File: src/mhpq_pkg.sv
// Shared definitions for the max-heap priority queue: sizes, action and status codes,
// the stored entry layout and the child-selection result.
// Depends on nothing; the other files that use it refer to it by scoped names.
package mhpq_pkg;

    localparam int CAPACITY = 16;
    localparam int IDX_W    = (CAPACITY > 1) ? $clog2(CAPACITY) : 1;
    localparam int CNT_W    = $clog2(CAPACITY + 1);
    localparam int CH_W     = IDX_W + 2;
    localparam int FIELD_W  = 16;
    localparam int OCC_W    = 5;
    localparam int ACT_W    = 2;
    localparam int STAT_W   = 2;

    typedef enum logic [ACT_W-1:0] {
        ACT_APPEND  = 2'd0,
        ACT_BUILD   = 2'd1,
        ACT_INSERT  = 2'd2,
        ACT_EXTRACT = 2'd3
    } action_t;

    typedef enum logic [STAT_W-1:0] {
        ST_OK    = 2'd0,
        ST_FULL  = 2'd1,
        ST_EMPTY = 2'd2
    } status_t;

    typedef struct packed {
        logic [FIELD_W-1:0] id;
        logic [FIELD_W-1:0] prio;
    } entry_t;

    // Outcome of one sift-down comparison between a node and its children.
    typedef struct packed {
        logic move;
        logic right;
    } pick_t;

endpackage

File: src/max_heap_priority_queue.sv
// Max-heap priority queue. Append, full, empty and builds of under two entries answer
// in the cycle after the request; insert climbs one level per S_UP_R/S_UP_C pass; extract
// reads the root and the tail, then descends one level per S_DN_L/S_DN_R/S_DN_C pass;
// build sifts each of count/2+1 nodes down the same way, from node count/2 to the root.
// One request at a time; results cannot be stalled.
// Reset (rst_n low, asynchronous) empties the queue; the RAM contents are not cleared.
module max_heap_priority_queue (
    input  logic                         clk,
    input  logic                         rst_n,
    input  logic                         start,
    output logic                         busy,
    input  logic [mhpq_pkg::ACT_W-1:0]   action,
    input  logic [mhpq_pkg::FIELD_W-1:0] proc_id,
    input  logic [mhpq_pkg::FIELD_W-1:0] prio,
    output logic                         done,
    output logic [mhpq_pkg::STAT_W-1:0]  status,
    output logic [mhpq_pkg::FIELD_W-1:0] out_id,
    output logic [mhpq_pkg::FIELD_W-1:0] out_prio,
    output logic [mhpq_pkg::OCC_W-1:0]   occupancy
);

    // One-hot sequencer. The entry being moved ("cur") is held in a register while
    // the hole it leaves travels through the RAM; it is written once, at the end.
    typedef enum logic [9:0] {
        S_IDLE = 10'b00_0000_0001,
        S_B_RD = 10'b00_0000_0010,
        S_B_LD = 10'b00_0000_0100,
        S_X_RD = 10'b00_0000_1000,
        S_X_LD = 10'b00_0001_0000,
        S_DN_L = 10'b00_0010_0000,
        S_DN_R = 10'b00_0100_0000,
        S_DN_C = 10'b00_1000_0000,
        S_UP_R = 10'b01_0000_0000,
        S_UP_C = 10'b10_0000_0000
    } state_t;

    state_t                        state_reg, state_next;
    mhpq_pkg::action_t             mode_reg, mode_next;
    mhpq_pkg::entry_t              cur_reg, cur_next;
    mhpq_pkg::entry_t              left_reg, left_next;
    mhpq_pkg::entry_t              top_reg, top_next;
    logic [mhpq_pkg::IDX_W-1:0]    idx_reg, idx_next;
    logic [mhpq_pkg::IDX_W-1:0]    bidx_reg, bidx_next;
    logic [mhpq_pkg::CNT_W-1:0]    count_reg, count_next;
    logic                          done_reg, done_next;
    mhpq_pkg::status_t             status_reg, status_next;
    logic [mhpq_pkg::FIELD_W-1:0]  res_id_reg, res_id_next;
    logic [mhpq_pkg::FIELD_W-1:0]  res_prio_reg, res_prio_next;

    logic                          accept;
    mhpq_pkg::action_t             act;
    logic                          full;
    logic                          finish;
    logic                          sift_end;

    logic                          ram_we;
    logic [mhpq_pkg::IDX_W-1:0]    ram_waddr;
    mhpq_pkg::entry_t              ram_wdata;
    logic [mhpq_pkg::IDX_W-1:0]    ram_raddr;
    mhpq_pkg::entry_t              ram_rdata;

    logic [mhpq_pkg::CH_W-1:0]     left_idx;
    logic [mhpq_pkg::CH_W-1:0]     right_idx;
    logic [mhpq_pkg::CH_W-1:0]     count_ext;
    logic                          has_left;
    logic                          has_right;
    logic [mhpq_pkg::IDX_W-1:0]    parent_idx;
    mhpq_pkg::pick_t               pick;

    assign busy   = (state_reg != S_IDLE);
    assign accept = start && !busy;
    assign act    = mhpq_pkg::action_t'(action);
    assign full   = (count_reg >= mhpq_pkg::CNT_W'(mhpq_pkg::CAPACITY));

    // Child and parent positions of the current node. Children are computed wide
    // enough that they never wrap before the compare against the entry count.
    assign left_idx   = mhpq_pkg::CH_W'({idx_reg, 1'b1});
    assign right_idx  = left_idx + mhpq_pkg::CH_W'(1);
    assign count_ext  = mhpq_pkg::CH_W'(count_reg);
    assign has_left   = left_idx < count_ext;
    assign has_right  = right_idx < count_ext;
    assign parent_idx = mhpq_pkg::IDX_W'((idx_reg - mhpq_pkg::IDX_W'(1)) >> 1);

    mhpq_ram #(
        .WIDTH ($bits(mhpq_pkg::entry_t)),
        .DEPTH (mhpq_pkg::CAPACITY)
    ) u_store (
        .clk   (clk),
        .we    (ram_we),
        .waddr (ram_waddr),
        .wdata (ram_wdata),
        .raddr (ram_raddr),
        .rdata (ram_rdata)
    );

    // In S_DN_C the RAM output holds the right child; the left child was latched earlier.
    mhpq_sel u_sel (
        .cur_prio   (cur_reg.prio),
        .left_prio  (left_reg.prio),
        .right_prio (ram_rdata.prio),
        .has_right  (has_right),
        .pick       (pick)
    );

    always_comb
    begin
        state_next    = state_reg;
        mode_next     = mode_reg;
        cur_next      = cur_reg;
        left_next     = left_reg;
        top_next      = top_reg;
        idx_next      = idx_reg;
        bidx_next     = bidx_reg;
        count_next    = count_reg;
        done_next     = 1'b0;
        status_next   = status_reg;
        res_id_next   = res_id_reg;
        res_prio_next = res_prio_reg;
        ram_we        = 1'b0;
        ram_waddr     = idx_reg;
        ram_wdata     = cur_reg;
        ram_raddr     = idx_reg;
        finish        = 1'b0;
        sift_end      = 1'b0;

        case (state_reg)
            S_IDLE:
            begin
                if (accept)
                begin
                    mode_next     = act;
                    res_id_next   = '0;
                    res_prio_next = '0;
                    status_next   = mhpq_pkg::ST_OK;
                    case (act)
                        mhpq_pkg::ACT_APPEND:
                        begin
                            done_next = 1'b1;
                            if (full)
                            begin
                                status_next = mhpq_pkg::ST_FULL;
                            end
                            else
                            begin
                                // A raw append lands at the tail and is not ordered.
                                ram_we     = 1'b1;
                                ram_waddr  = mhpq_pkg::IDX_W'(count_reg);
                                ram_wdata  = '{id: proc_id, prio: prio};
                                count_next = count_reg + mhpq_pkg::CNT_W'(1);
                            end
                        end
                        mhpq_pkg::ACT_INSERT:
                        begin
                            if (full)
                            begin
                                done_next   = 1'b1;
                                status_next = mhpq_pkg::ST_FULL;
                            end
                            else
                            begin
                                cur_next   = '{id: proc_id, prio: prio};
                                idx_next   = mhpq_pkg::IDX_W'(count_reg);
                                count_next = count_reg + mhpq_pkg::CNT_W'(1);
                                state_next = S_UP_R;
                            end
                        end
                        mhpq_pkg::ACT_BUILD:
                        begin
                            if (count_reg < mhpq_pkg::CNT_W'(2))
                            begin
                                done_next = 1'b1;
                            end
                            else
                            begin
                                // Start at node count/2, one past the last node that can have a child.
                                bidx_next  = mhpq_pkg::IDX_W'(count_reg >> 1);
                                ram_raddr  = mhpq_pkg::IDX_W'(count_reg >> 1);
                                state_next = S_B_LD;
                            end
                        end
                        mhpq_pkg::ACT_EXTRACT:
                        begin
                            if (count_reg == '0)
                            begin
                                done_next   = 1'b1;
                                status_next = mhpq_pkg::ST_EMPTY;
                            end
                            else
                            begin
                                ram_raddr  = '0;
                                state_next = S_X_RD;
                            end
                        end
                        default:
                        begin
                            done_next = 1'b1;
                        end
                    endcase
                end
            end

            S_B_RD:
            begin
                ram_raddr  = bidx_reg;
                state_next = S_B_LD;
            end

            S_B_LD:
            begin
                cur_next   = ram_rdata;
                idx_next   = bidx_reg;
                state_next = S_DN_L;
            end

            S_X_RD:
            begin
                // The root is the answer; the tail entry becomes the new root.
                top_next   = ram_rdata;
                ram_raddr  = mhpq_pkg::IDX_W'(count_reg - mhpq_pkg::CNT_W'(1));
                state_next = S_X_LD;
            end

            S_X_LD:
            begin
                cur_next   = ram_rdata;
                idx_next   = '0;
                count_next = count_reg - mhpq_pkg::CNT_W'(1);
                state_next = S_DN_L;
            end

            S_DN_L:
            begin
                if (!has_left)
                begin
                    sift_end = 1'b1;
                end
                else
                begin
                    ram_raddr  = mhpq_pkg::IDX_W'(left_idx);
                    state_next = S_DN_R;
                end
            end

            S_DN_R:
            begin
                left_next  = ram_rdata;
                ram_raddr  = mhpq_pkg::IDX_W'(right_idx);
                state_next = S_DN_C;
            end

            S_DN_C:
            begin
                if (pick.move)
                begin
                    // The larger child rises into the hole and the hole moves down.
                    ram_we     = 1'b1;
                    ram_waddr  = idx_reg;
                    ram_wdata  = pick.right ? ram_rdata : left_reg;
                    idx_next   = pick.right ? mhpq_pkg::IDX_W'(right_idx)
                                            : mhpq_pkg::IDX_W'(left_idx);
                    state_next = S_DN_L;
                end
                else
                begin
                    sift_end = 1'b1;
                end
            end

            S_UP_R:
            begin
                if (idx_reg == '0)
                begin
                    ram_we = 1'b1;
                    finish = 1'b1;
                end
                else
                begin
                    ram_raddr  = parent_idx;
                    state_next = S_UP_C;
                end
            end

            S_UP_C:
            begin
                ram_we = 1'b1;
                if (ram_rdata.prio >= cur_reg.prio)
                begin
                    finish = 1'b1;
                end
                else
                begin
                    // The parent drops into the hole and the hole climbs one level.
                    ram_wdata  = ram_rdata;
                    idx_next   = parent_idx;
                    state_next = S_UP_R;
                end
            end

            default:
            begin
                state_next = S_IDLE;
            end
        endcase

        // A sift-down ends by placing the held entry; a build then moves to the
        // next lower node until the root has been sifted.
        if (sift_end)
        begin
            ram_we    = 1'b1;
            ram_waddr = idx_reg;
            ram_wdata = cur_reg;
            if ((mode_reg == mhpq_pkg::ACT_BUILD) && (bidx_reg != '0))
            begin
                bidx_next  = bidx_reg - mhpq_pkg::IDX_W'(1);
                state_next = S_B_RD;
            end
            else
            begin
                finish = 1'b1;
            end
        end

        if (finish)
        begin
            done_next   = 1'b1;
            state_next  = S_IDLE;
            status_next = mhpq_pkg::ST_OK;
            if (mode_reg == mhpq_pkg::ACT_EXTRACT)
            begin
                res_id_next   = top_reg.id;
                res_prio_next = top_reg.prio;
            end
            else
            begin
                res_id_next   = '0;
                res_prio_next = '0;
            end
        end
    end

    always_ff @(posedge clk or negedge rst_n)
    begin
        if (!rst_n)
        begin
            state_reg  <= S_IDLE;
            count_reg  <= '0;
            done_reg   <= 1'b0;
            mode_reg   <= mhpq_pkg::ACT_APPEND;
            status_reg <= mhpq_pkg::ST_OK;
        end
        else
        begin
            state_reg  <= state_next;
            count_reg  <= count_next;
            done_reg   <= done_next;
            mode_reg   <= mode_next;
            status_reg <= status_next;
        end
    end

    always_ff @(posedge clk)
    begin
        cur_reg      <= cur_next;
        left_reg     <= left_next;
        top_reg      <= top_next;
        idx_reg      <= idx_next;
        bidx_reg     <= bidx_next;
        res_id_reg   <= res_id_next;
        res_prio_reg <= res_prio_next;
    end

    assign done      = done_reg;
    assign status    = status_reg;
    assign out_id    = res_id_reg;
    assign out_prio  = res_prio_reg;
    assign occupancy = mhpq_pkg::OCC_W'(count_reg);

    // A result is only ever presented once the sequencer is back in idle.
    a_done_idle: assert property (@(posedge clk) disable iff (!rst_n)
        done |-> !busy)
        else $error("result strobe while a request is still in progress");

    // The entry count never exceeds the store size.
    a_count_range: assert property (@(posedge clk) disable iff (!rst_n)
        count_reg <= mhpq_pkg::CNT_W'(mhpq_pkg::CAPACITY))
        else $error("entry count beyond capacity");

    // Extract on an empty store answers at once with the empty status.
    a_empty_extract: assert property (@(posedge clk) disable iff (!rst_n)
        (accept && (act == mhpq_pkg::ACT_EXTRACT) && (count_reg == '0))
        |=> (done && (status == mhpq_pkg::ST_EMPTY) && (count_reg == '0)))
        else $error("extract on empty store not reported");

    // Append or insert on a full store answers at once and leaves the count alone.
    a_full_push: assert property (@(posedge clk) disable iff (!rst_n)
        (accept && full && ((act == mhpq_pkg::ACT_APPEND) || (act == mhpq_pkg::ACT_INSERT)))
        |=> (done && (status == mhpq_pkg::ST_FULL) && $stable(count_reg)))
        else $error("push on full store not reported");

    // A result with an error status never carries a nonzero entry.
    a_zero_payload: assert property (@(posedge clk) disable iff (!rst_n)
        (done && (status != mhpq_pkg::ST_OK)) |-> ((out_id == '0) && (out_prio == '0)))
        else $error("error result carries a payload");

endmodule

File: src/mhpq_ram.sv
// Generic single-write, single-read synchronous RAM with a registered read port.
// Standalone; used for the heap entry store.
module mhpq_ram #(
    parameter int WIDTH = 32,
    parameter int DEPTH = 16
) (
    input  logic                                  clk,
    input  logic                                  we,
    input  logic [((DEPTH > 1) ? $clog2(DEPTH) : 1)-1:0] waddr,
    input  logic [WIDTH-1:0]                      wdata,
    input  logic [((DEPTH > 1) ? $clog2(DEPTH) : 1)-1:0] raddr,
    output logic [WIDTH-1:0]                      rdata
);

    logic [WIDTH-1:0] mem [DEPTH];

    always_ff @(posedge clk)
    begin
        if (we)
        begin
            mem[waddr] <= wdata;
        end
        rdata <= mem[raddr];
    end

endmodule

File: src/mhpq_sel.sv
// Child selection for one sift-down level of the heap.
// Depends on mhpq_pkg for field widths and the pick_t result type.
module mhpq_sel (
    input  logic [mhpq_pkg::FIELD_W-1:0] cur_prio,
    input  logic [mhpq_pkg::FIELD_W-1:0] left_prio,
    input  logic [mhpq_pkg::FIELD_W-1:0] right_prio,
    input  logic                         has_right,
    output mhpq_pkg::pick_t              pick
);

    logic                         left_gt;
    logic                         right_gt;
    logic [mhpq_pkg::FIELD_W-1:0] best_prio;

    // A child must be strictly larger to move; on a tie between children the left wins.
    assign left_gt    = left_prio > cur_prio;
    assign best_prio  = left_gt ? left_prio : cur_prio;
    assign right_gt   = has_right && (right_prio > best_prio);
    assign pick.move  = left_gt || right_gt;
    assign pick.right = right_gt;

endmodule

File: config.mk
export PLATFORM = sky130hd
export DESIGN_NAME = max_heap_priority_queue
export DESIGN_NICKNAME = d
export VERILOG_FILES = /design/src/mhpq_pkg.sv /design/src/max_heap_priority_queue.sv /design/src/mhpq_ram.sv /design/src/mhpq_sel.sv
export SDC_FILE = /design/constraint.sdc
export NUM_CORES = 1
export LEC_CHECK = 0
export BUFFER_PORTS_ARGS = -buffer_cell sky130_fd_sc_hd__buf_2
export CELL_PAD_IN_SITES_DETAIL_PLACEMENT = 0
export CELL_PAD_IN_SITES_GLOBAL_PLACEMENT = 1
export CORE_ASPECT_RATIO = 0.7
export CORE_MARGIN = 1.5
export CORE_UTILIZATION = 50
export DETAILED_ROUTE_END_ITERATION = 7
export PLACE_DENSITY_LB_ADDON = 0.1
export SLEW_MARGIN = 30
export SYNTH_ARGS = -nofsm -noshare
export SYNTH_HDL_FRONTEND = slang
export SYNTH_HIERARCHICAL = 1
export SYNTH_SLANG_ARGS = --single-unit
File: constraint.sdc
create_clock -name clk -period 16.8 [get_ports clk]
set_input_delay 0 -clock clk [delete_from_list [all_inputs] [get_ports clk]]
set_output_delay 0 -clock clk [all_outputs]
set_load 0.02 [all_outputs]
# --- Word-level counts from Yosys, hierarchy flattened ---
# Memory sizes are Yosys's and may differ from the RTL's. A register that Yosys moved wholly into a read port is not among the register bits.
# Cells that the tools add are included.
totals:
  regBits: 156
  ram_bits: 512
  wordCells: 159
  mem_count: 1
memory_table:
  columns: ["memory", "depth", "width", "read_ports", "rd_clocked_by_memory_dff", "write_ports", "line", "rtl"]
  rows:
  - ["u_store.mem", 16, 32, 1, 1, 1, "mhpq_ram.sv:15", "logic [WIDTH-1:0] mem [DEPTH];"]
classes:
  n_addsub: 5
  order_cmp: 7
  n_eq_ne: 22
  muxes: 88
  reduce_logical: 21
ops:
  columns: ["operator", "n"]
  rows:
  - ["$mux W32", 9]
  - ["$mux W16", 7]
  - ["$mux W10", 11]
  - ["$pmux W32 S3", 1]
  - ["$pmux W10 S9", 1]
  - ["$mux W4", 21]
  - ["$pmux W32 S2", 1]
  - ["$gt A16 B16 Y1", 2]
  - ["$pmux W10 S3", 1]
  - ["$pmux W4 S6", 1]
  - ["$mux W1", 20]
  - ["$pmux W4 S5", 1]
  - ["$ge A16 B16 Y1", 1]
  - ["$mux W5", 3]
  - ["$eq A10 B1 Y1 const B", 1]
  - ["$eq A10 B10 Y1 const B", 1]
  - ["$eq A10 B2 Y1 const B", 1]
  - ["$eq A10 B3 Y1 const B", 1]
  - ["$eq A10 B4 Y1 const B", 1]
  - ["$eq A10 B5 Y1 const B", 1]
  - ["$eq A10 B6 Y1 const B", 1]
  - ["$eq A10 B7 Y1 const B", 1]
  - ["$eq A10 B8 Y1 const B", 1]
  - ["$eq A10 B9 Y1 const B", 1]
  - ["33 further kinds", 53]

# --- Logic depth before layout (Yosys ltp) ---
# Gate-level depths: netlist (run 1).
logic_depth:
  depth_word: 10
  mapped_depth: 21
  ltp_nobuf: 19

# --- Cells and area by module ---
# Netlist (run 1), hierarchy kept.
modules_own_cells:
  columns: ["module", "instances", "cells_each", "area_per_inst_um2", "seq_area_each_um2"]
  rows:
  - ["mhpq_ram", 1, 838, 19835.3, 16015.4]
  - ["max_heap_priority_queue", 1, 793, 8729.6, 4545.6]
  - ["mhpq_sel", 1, 119, 964.7, 0.0]

# --- Worst setup path after synthesis (run 1) ---
# OpenSTA, ideal clock, no wires.
synth_path:
  kind: "register -> register"
  start: "register cur_reg[15] in the netlist's numbering"
  end: "memory u_store.mem[0][0], enable pin"
  arrival_ns: 6.726
  required_time_ns: 16.339
  path_slack_ns: 9.613
  stages_incl_launch_ff: 22
  path_buffers: 3
  period_less_slack_ns: 7.187
  path_cell_list: "edfxtp_1 inv_1 ha_1 nand4_2 or3_1 a21o_1 a31oi_4 buf_8 mux2i_1 ha_1 and4_1 nand3_1 a211o_1 a31oi_1 or2_2 inv_1 or2_2 clkbuf_1 clkbuf_1 nand4b_1 or3b_2 nor3_1"
synth_rtl:
  columns: ["element", "line", "rtl"]
  rows:
  - ["from (decl)", "max_heap_priority_queue.sv:39", "mhpq_pkg::entry_t cur_reg, cur_next;"]
  - ["from (signal assigned)", "max_heap_priority_queue.sv:363", "cur_reg <= cur_next;"]
  - ["to (decl)", "mhpq_ram.sv:15", null]

==> impl_metrics.yaml, run 1 <==
clocking:
  insertion_delay_ns: 0.60
  cts_max_path_buffers: 3
  root_buffer: "clkbuf_16"
  clk_pin_slew_ns: 0.07
  htreeDepth: 3
  cts_buffers: 66
  cts_setup_buffers: 0
  cts_resized: 0
  tritoncts: "done"
  cts_hold_repair.buffers: 39
  cts.sinks: 700
pwr:
  power_mw: 5.86
  p_leak_nw: 11.4
  p_per_area_mw_per_mm2: 175
  ir_drop_v: 0.000114
setup_path:
  rr_startpoint: "cur_reg[15]"
  path_cells: "inv_1 > ha_1 > nand4_2 > or3_1 > a21o_1 > a31oi_4 > mux2i_1 > ha_1 > and4_1 > nand3_1 > a211o_1 > a31oi_4 > or2_2 > inv_1 > or2_2 > nand4b_1 > nand3b_1 > nor3_2 > buf_4"
  reg2reg_slack_ns: 9.63
  crit_required_ns: 17.04
  cpMaxStageDelayCell: "nor3_2"
  arrival_ns: 7.41
  max_stage_delay_ns: 0.87
  critPathKind: "reg2reg"
  path_max_fanout: 35
  rr_endpoint: "u_store/mem[8][17]"
  crit_path_start_kind: "flip-flop"
  reg2reg_depth: 19
  end_kind: "flip-flop"
timing:
  tightest_slew_ns: 0.998
  fin_crit_ns: 7.17
  holdWs_ns: 0.304
  setup_viol: 0
  rsz0062_at_grt: "false"
  tns_ns: 0
  maxSlewHeadroom: 0.331
  finalMaxSlewViolations: 0
  fin_crit_sh: 0.427
  fmax_mhz: 140
  finalHoldViolCount: 0
  fin_skew_ns: 0.0185
finish:
  final_common_cell: "edfxtp_1"
  syn_to_final_growth_pct: 13.4
  drive_gt1_frac: 0.202
  final_cell_mix: "edfxtp_1, mux4_2, nand2_1, mux2i_1, buf_2"
  design_area_sq_mm: 0.0335
  nets: 1973
  top_register: "u_store/mem"
  fin_util: 0.574
  nFillCells: 4551
  largest_reg_flops: 512
die:
  die_h_um: 206
  fp.coreArea_sq_mm: 0.0583
  initial_core_util: 0.506
  die_area_sq_mm: 0.0605
  rows: 74
  chipWidth_um: 293
  pin_count: 78
min_path:
  hp-start: "start"
  worstHoldEndpoint: "state_reg[0]"
  hold_path_depth: 5
  hold_path_class: "in2reg"
drt:
  first_pass_iters: 5
  wire_per_inst_um: 26.8
  viasPerCell: 6.11
  antenna_left: 0
  drt_iter0_markers: 1371
  drc: 0
  vias: 16400
  route.final.wire_length_um: 71900
global_route:
  grt_max_degree: 69
  grt_use_total: 0.242
  first_global_vias: 16200
  grt_pass1_wl_um: 107000
  antenna_found_initial: 0
  grt.overflow.total: 0
logic_synthesis:
  yosys_warnings: 6
  synth_edf_count: 644
  synth_fa_ha_area_frac: 0.0263
  ys_seq_area_frac: 0.696
  synth_area_sq_mm: 0.0295
  synth-simple-area-share: 0.0567
  synth_nets: 1849
  synth-xor-area-share: 0.00504
  synth_top_family_by_area: "multiplexers"
  ys_seq_elements: 700
  synth_cell_types: 73
  async_reset_ff_frac: 0.0286
  avgSynthCellArea_sq_um: 16.9
  syn-instance-count: 1750
  muxShareOfSynthArea: 0.127
  ys.flop_type: "edfxtp_1"
  synth_compound_area_frac: 0.0663
placed_design:
  placed_cell_area_sq_mm: 0.0310
  io_buffers: 77
  place_congestion: 0.854
  dp_hpwl_um: 44000
status:
  status: "finished, final reports clean"
job:
  max-cap-violations: 0
==> worst max path at each step <==
stage,from,endpoint,slack (ns),cells after the start
3_5_place_dp,cur_reg[15],u_store/mem[4][8],9.66,19
3_3_place_gp,cur_reg[15],u_store/mem[4][8],9.76,19
5_1_grt,cur_reg[15],u_store/mem[8][19],9.31,19
6_report,cur_reg[15],u_store/mem[8][17],9.63,19
4_1_cts,cur_reg[15],u_store/mem[4][8],9.63,19
2_1_floorplan,cur_reg[15],u_store/mem[0][0],9.61,21
==> per-stage QoR <==
step,setup slack [ns],cells
3_3_place_gp,9.76,2521
3_5_place_dp,9.66,2527
2_1_floorplan,9.61,1750
5_1_grt,9.31,2686
6_report,9.63,2687
4_1_cts,9.63,2686
==> power breakdown <==
group          switching (mW)  total (mW)  internal [mW]
clock                   0.645        1.44          0.791
sequential              0.154        2.48           2.32
combinational            1.21        1.95          0.740
==> Yosys cell counts (all sizes together) (27+ instances only) <==
cell,number,area [sq um]
nor2,79,297
mux4,128,2880
ha,62,776
a22oi,68,510
inv,52,195
nand2,115,434
a221o,32,320
mux2i,84,841
a21oi,57,285
clkbuf,57,214
o21ai,27,135
o221ai,32,280
and2,35,219
dfxtp,36,721
edfxtp,644,19300
buf,43,254
==> routing by layer <==
layer  routed length [um]  part of all wire  track usage
met5                    0                 0            0
met2                32700              0.45        0.367
met3                 4010             0.056       0.0377
met1                33800              0.47        0.366
met4                 1500             0.021       0.0641
==> critical path: cells and delay by family, from the launching register on <==
kind	cells	cell delay, ns
and+or+nand+nor	9	3.42
AOI/OAI and AO/OA	4	1.34
buffers and inverters	3	0.71
adders and majority gates	2	0.69
DFF	1	0.44
muxes	1	0.17
==> kinds of logic (layout without fill, tap and decap cells) <==
| family | count (synthesis) | after routing |
|---|---|---|
| adders and majority gates | 62 | 62 |
| buffers and inverters | 152 | 328 |
| xor gates and xnor gates | 17 | 17 |
| other | 0 | 1 |
| DFF | 700 | 700 |
| AOI/OAI and AO/OA | 268 | 268 |
| and+or+nand+nor | 337 | 337 |
| muxes | 214 | 214 |
==> cell type report <==
class / instances / area [sq um] / share of cell area
Antenna cell: 1 / 2.50 / 0.0000747
Clock buffer: 87 / 1790 / 0.0535
Clock inverter: 33 / 258 / 0.00770
Inverter: 52 / 195 / 0.00583
Multi-Input combinational cell: 898 / 8540 / 0.255
Sequential cell: 700 / 20600 / 0.614
Tap cell: 760 / 951 / 0.0284
Timing Repair Buffer: 156 / 1190 / 0.0356
Power figures use the tool's default switching activity.
==> run 2: changes to the inputs <==
- ABC_AREA: default -> 1
- CORE_UTILIZATION: 50 -> 45
- clock period: 16.8 -> 6.3 ns (I/O delays scaled with it)
==> impl_metrics.yaml, run 2 <==
logic_synthesis:
  ys.flop_type: "edfxtp_1"
  ys_seq_area_frac: 0.611
  synth_common_cells: "nand2_1, edfxtp_1, inv_1"
  synth_area_leaders: "edfxtp_1, nand2_1, nand3_1"
  synth_cell_types: 47
  yosys_warnings: 6
  avgSynthCellArea_sq_um: 9.50
  async_reset_ff_frac: 0.0286
  synth_area_sq_mm: 0.0336
  synth_nets: 3640
  synth_edf_count: 644
  yosysMostFrequentCell: "nand2_1"
  syn-instance-count: 3541
  ys_seq_elements: 700
  yosysTopAreaCell: "edfxtp_1"
  synth_top_area_frac: 0.575
status:
  status: "finished, final reports clean"
drt:
  wire_per_inst_um: 21.3
  viasPerCell: 5.24
  top_layer: "met4"
  wl_met3_um: 5640
  drt_iter0_markers: 2339
  vias: 24500
  route.final.wire_length_um: 99300
  first_pass_iters: 8
  drc: 0
  routed-wl-met2_um: 43900
  antenna_left: 0
  wl_met1_um: 47800
timing:
  holdWs_ns: 0.318
  finalMaxSlewViolations: 0
  tightest_slew_ns: 0.927
  setup_viol: 0
  fin_crit_ns: 5.42
  fmax_mhz: 185
  fin_skew_ns: 0.0238
  rsz0062_at_grt: "false"
  tns_ns: 0
  maxSlewHeadroom: 0.382
  finalHoldViolCount: 0
  fin_crit_sh: 0.860
  setup_slack_ns: 0.881
global_route:
  grt_pass1_wl_um: 148000
  grt_max_degree: 163
  first_global_vias: 22800
  grt_use_total: 0.261
  grt.overflow.total: 0
  antenna_found_initial: 0
setup_path:
  cpMaxStageDelayCell: "nor2_4"
  crit_path_start_kind: "flip-flop"
  end_kind: "flip-flop"
  crit_buf_inv: 4
  path_max_fanout: 19
  crit_family: "simple AND/OR/NAND/NOR gates"
  max_stage_delay_ns: 0.55
  cpMostUsedCell: "nand2_1"
  path_cells: "inv_1 > ha_1 > nand4_2 > nor3_4 > nand2_2 > nand2_4 > nand2_4 > nand2_1 > nand2_1 > ha_1 > nand2_1 > nor3_1 > a31oi_1 > nand2_1 > nand2_1 > inv_1 > nand2_4 > nand2_4 > inv_1 > o211ai_1 > nand3b_1 > nor2_4 > buf_12"
  crit_required_ns: 6.61
  critPathKind: "reg2reg"
  arrival_ns: 5.73
  reg2reg_slack_ns: 0.88
placed_design:
  dp_hpwl_um: 63400
  io_buffers: 77
  post-place-ws_ns: 0.949
  place_congestion: 0.911
  dp_cells: 4501
die:
  fp.coreArea_sq_mm: 0.0736
  chipWidth_um: 330
  die_area_sq_mm: 0.0764
  die_h_um: 232
  rows: 83
  initial_core_util: 0.457
  pin_count: 78
pwr:
  p_per_area_mw_per_mm2: 595
  p_leak_nw: 16.7
  ir_drop_v: 0.000564
finish:
  drive_gt1_frac: 0.0878
  top_register: "u_store/mem"
  final_common_cell: "nand2_1"
  fin_cells: 4668
  final_cell_mix: "nand2_1, edfxtp_1, inv_1, nand3_1, o21ai_0"
  syn_to_final_growth_pct: 12.4
  nFillCells: 6742
  fin_util: 0.514
  nets: 3735
  antenna_cells: 0
  largest_reg_flops: 512
clocking:
  tritoncts: "done"
  htreeDepth: 3
  cts_resized: 0
  cts_buffers: 71
  cts_max_path_buffers: 3
  root_buffer: "clkbuf_16"
  clk_pin_slew_ns: 0.06
  insertion_delay_ns: 0.63
  cts.sinks: 700
min_path:
  hold_path_class: "in2reg"
job:
  max-cap-violations: 0
[run 2: cell types whose count changed after synthesis, sizes merged, moves of 68 or more]
cell / before / now
o21ai: 27 / 142
a22oi: 68 / 0
inv: 52 / 603
nor2: 79 / 166
mux4: 128 / 0
buf: 43 / 118
nand2: 115 / 1080
nand3: 16 / 486
[run 2: area by class of cell]
class | instances | area [sq um] | area share
clock buffer | 88 | 1880 | 0.0498
clock inverter | 40 | 438 | 0.0116
inverter | 603 | 2270 | 0.0602
multi-input combinational | 2080 | 9970 | 0.264
sequential | 700 | 20600 | 0.544
tap | 977 | 1220 | 0.0323
timing repair buffer | 180 | 1460 | 0.0387
[run 2: through the flow]
| stage | power (mW) | cell area [sq um] |
|---|---|---|
| 3_5_place_dp | 18.3 | 35100 |
| 6_report | 22.5 | 37800 |
| 3_3_place_gp | 18.2 | 35100 |
| 2_1_floorplan | 14.1 | 33600 |
| 5_1_grt | 23.8 | 37800 |
| 4_1_cts | 22.6 | 37800 |
[run 2: cell families (layout without fill, tap and decap cells)]
logic type                 count (synthesis)  in the layout  share of synthesized area
and+or+nand+nor                         1796           1796                      0.230
buffers and inverters                    761            911                     0.0967
DFF                                      700            700                      0.611
AOI/OAI and AO/OA                        192            192                     0.0304
adders and majority gates                 62             62                     0.0231
muxes                                     17             17                    0.00506
xor gates and xnor gates                  13             13                    0.00339
[run 2: report_power, final]
group	internal, mW	total (mW)	switching (mW)
registers	6.83	7.34	0.502
logic	2.70	10.8	8.15
clock network	2.44	4.30	1.86
total	12.0	22.5	10.5
[run 2: worst paths after layout]
path	start	endpoint	cells past startpoint
max	cur_reg[11]	u_store/mem[7][5]	23
min in group asynchronous	rst_n	state_reg[0]	3
max in group asynchronous	rst_n	state_reg[5]	4
max reg2reg	cur_reg[11]	u_store/mem[7][5]	23
min reg2reg	bidx_reg[0]	bidx_reg[0]	1
min	action[1]	mode_reg[1]	4
[run 2: layer usage]
layer / up-vias / track usage
met3: 118 / 0.0303
met1: 11900 / 0.401
met5: - / 0
met2: 741 / 0.395
li1: 11700 / -
met4: 0 / 0.0591
[run 2: tightest hold or removal path: stages]
cell and delay [ns]:
dlygate4sd3_1 0.53, buf_2 0.16, inv_1 0.11, o21ai_0 0.09
[run 2: repair_timing]
action,in CTS,in global routing
endpoints found under the hold margin,65,0
hold buffers,39,0
endpoints found under the setup margin,0,0
setup buffers,0,0
==> run 3: changes to the inputs <==
- RECOVER_POWER: default -> 50
==> impl_metrics.yaml, run 3 (synthesis results as in run 2) <==
setup_path:
  crit_required_ns: 6.77
  path_max_fanout: 62
  crit_path_start_kind: "flip-flop"
  arrival_ns: 6.07
  max_stage_delay_ns: 1.48
  path_cells: "inv_1 > nand2_1 > nor2_1 > nand3_1 > inv_1 > clkbuf_1 > nor3_1 > nand2_1 > nand3b_1 > nand2_1 > nand2_4 > inv_6 > buf_12 > nand2_1 > nand3_1 > nand3_1 > nand3_1 > nand2_1"
  critPathKind: "reg2reg"
  cpMostUsedCell: "nand2_1"
  cpMaxStageDelayCell: "clkbuf_1"
  end_kind: "flip-flop"
  crit_buf_inv: 5
  crit_family: "buffers and inverters"
timing:
  fmax_mhz: 179
  fin_crit_sh: 0.888
  setup_viol: 0
  fin_skew_ns: 0.0235
  maxSlewHeadroom: -0.669
  holdWs_ns: 0.318
  tightest_slew_ns: 2.50
  finalMaxSlewViolations: 91
  fin_crit_ns: 5.60
  finalHoldViolCount: 0
  tns_ns: 0
  rsz0062_at_grt: "false"
drt:
  drt_iter0_markers: 2406
  wire_per_inst_um: 21.3
  viasPerCell: 5.26
  antenna_left: 0
  route.final.wire_length_um: 99600
  vias: 24600
  first_pass_iters: 7
  drc: 0
placed_design:
  dp_hpwl_um: 63400
  place_congestion: 0.911
  io_buffers: 77
job:
  max-cap-violations: 3
die:
  pin_count: 78
  chipWidth_um: 330
  die_h_um: 232
  die_area_sq_mm: 0.0764
  fp.coreArea_sq_mm: 0.0736
  rows: 83
  initial_core_util: 0.457
status:
  violations: "capacitance limit, slew limit"
  status: "finished with violations"
clocking:
  root_buffer: "clkbuf_16"
  htreeDepth: 3
  cts_buffers: 71
  clk_pin_slew_ns: 0.06
  cts.sinks: 700
  insertion_delay_ns: 0.63
  cts_setup_buffers: 0
  tritoncts: "done"
  cts_max_path_buffers: 3
global_route:
  grt.overflow.total: 0
  first_global_vias: 22800
  antenna_found_initial: 0
  grt_pass1_wl_um: 148000
  grt_use_total: 0.261
  grt_max_degree: 163
finish:
  drive_gt1_frac: 0.0702
  antenna_cells: 0
  final_common_cell: "nand2_1"
  multi_input_area_sq_mm: 0.00988
  regArea_sq_mm: 0.0206
  final_cell_mix: "nand2_1, edfxtp_1, inv_1, nand3_1, o21ai_0"
  top_register: "u_store/mem"
  largest_reg_flops: 512
  syn_to_final_growth_pct: 11.9
  nFillCells: 6791
  nets: 3735
pwr:
  p_per_area_mw_per_mm2: 595
  ir_drop_v: 0.000565
  p_leak_nw: 16.5
min_path:
  hold_path_class: "in2reg"
-- run 3: worst paths after layout --
check / start / to / cells after the start / slack, ns
worst max-delay path: state_reg[9] / u_store/rdata[24] / 18 / 0.70
worst max register to register: state_reg[9] / u_store/rdata[24] / 18 / 0.70
min in group asynchronous: rst_n / state_reg[0] / 3 / 0.54
worst min register to register: bidx_reg[0] / bidx_reg[0] / 1 / 0.49
worst min-delay path: action[1] / mode_reg[1] / 4 / 0.32
max in group asynchronous: rst_n / state_reg[5] / 4 / 4.54
-- run 3: tightest hold or removal path, stage by stage --
cell and delay [ns]:
dlygate4sd3_1 0.53, buf_2 0.16, inv_1 0.11, o21ai_0 0.10
-- run 3: cell type report --
cell class              count  area share
flip-flops and latches    700       0.546
multi-input cells        2080       0.262
inverters                 603      0.0604
clock buffers              88      0.0500
repair buffers            180      0.0366
well taps                 977      0.0325
clock inverters            40      0.0116
-- run 3: per-layer routing --
| metal | vias to the layer above | global-route usage | part of all wire |
|---|---|---|---|
| met5 | - | 0 | 0 |
| met4 | 0 | 0.0591 | 0.019 |
| met3 | 123 | 0.0303 | 0.054 |
| met2 | 729 | 0.395 | 0.44 |
| met1 | 12000 | 0.401 | 0.48 |
| li1 | 11700 | - | - |
-- run 3: stage by stage --
step            util  instances  total power, mW  worst slack [ns]  instance area, sq um
2_1_floorplan      -       3541             14.1              1.20                 33600
3_3_place_gp   0.477       4501             18.2              1.01                 35100
3_5_place_dp   0.477       4501             18.3             0.949                 35100
4_1_cts        0.514       4668             22.6             0.915                 37800
5_1_grt        0.511       4668             23.7             0.241                 37600
6_report       0.511       4668             22.4             0.703                 37600
-- run 3: repair_timing --
| action | CTS | global route |
|---|---|---|
| hold buffers | 39 | 0 |
| endpoints found under the hold margin | 65 | 0 |
| gates resized for setup | 0 | 0 |
-- run 3: report_power, final --
group	leakage [nW]	total, mW	internal [mW]	switching (mW)
sequential	6.42	7.35	6.85	0.502
combinational	8.93	10.8	2.63	8.13
clock	1.12	4.30	2.44	1.86
total	16.5	22.4	11.9	10.5
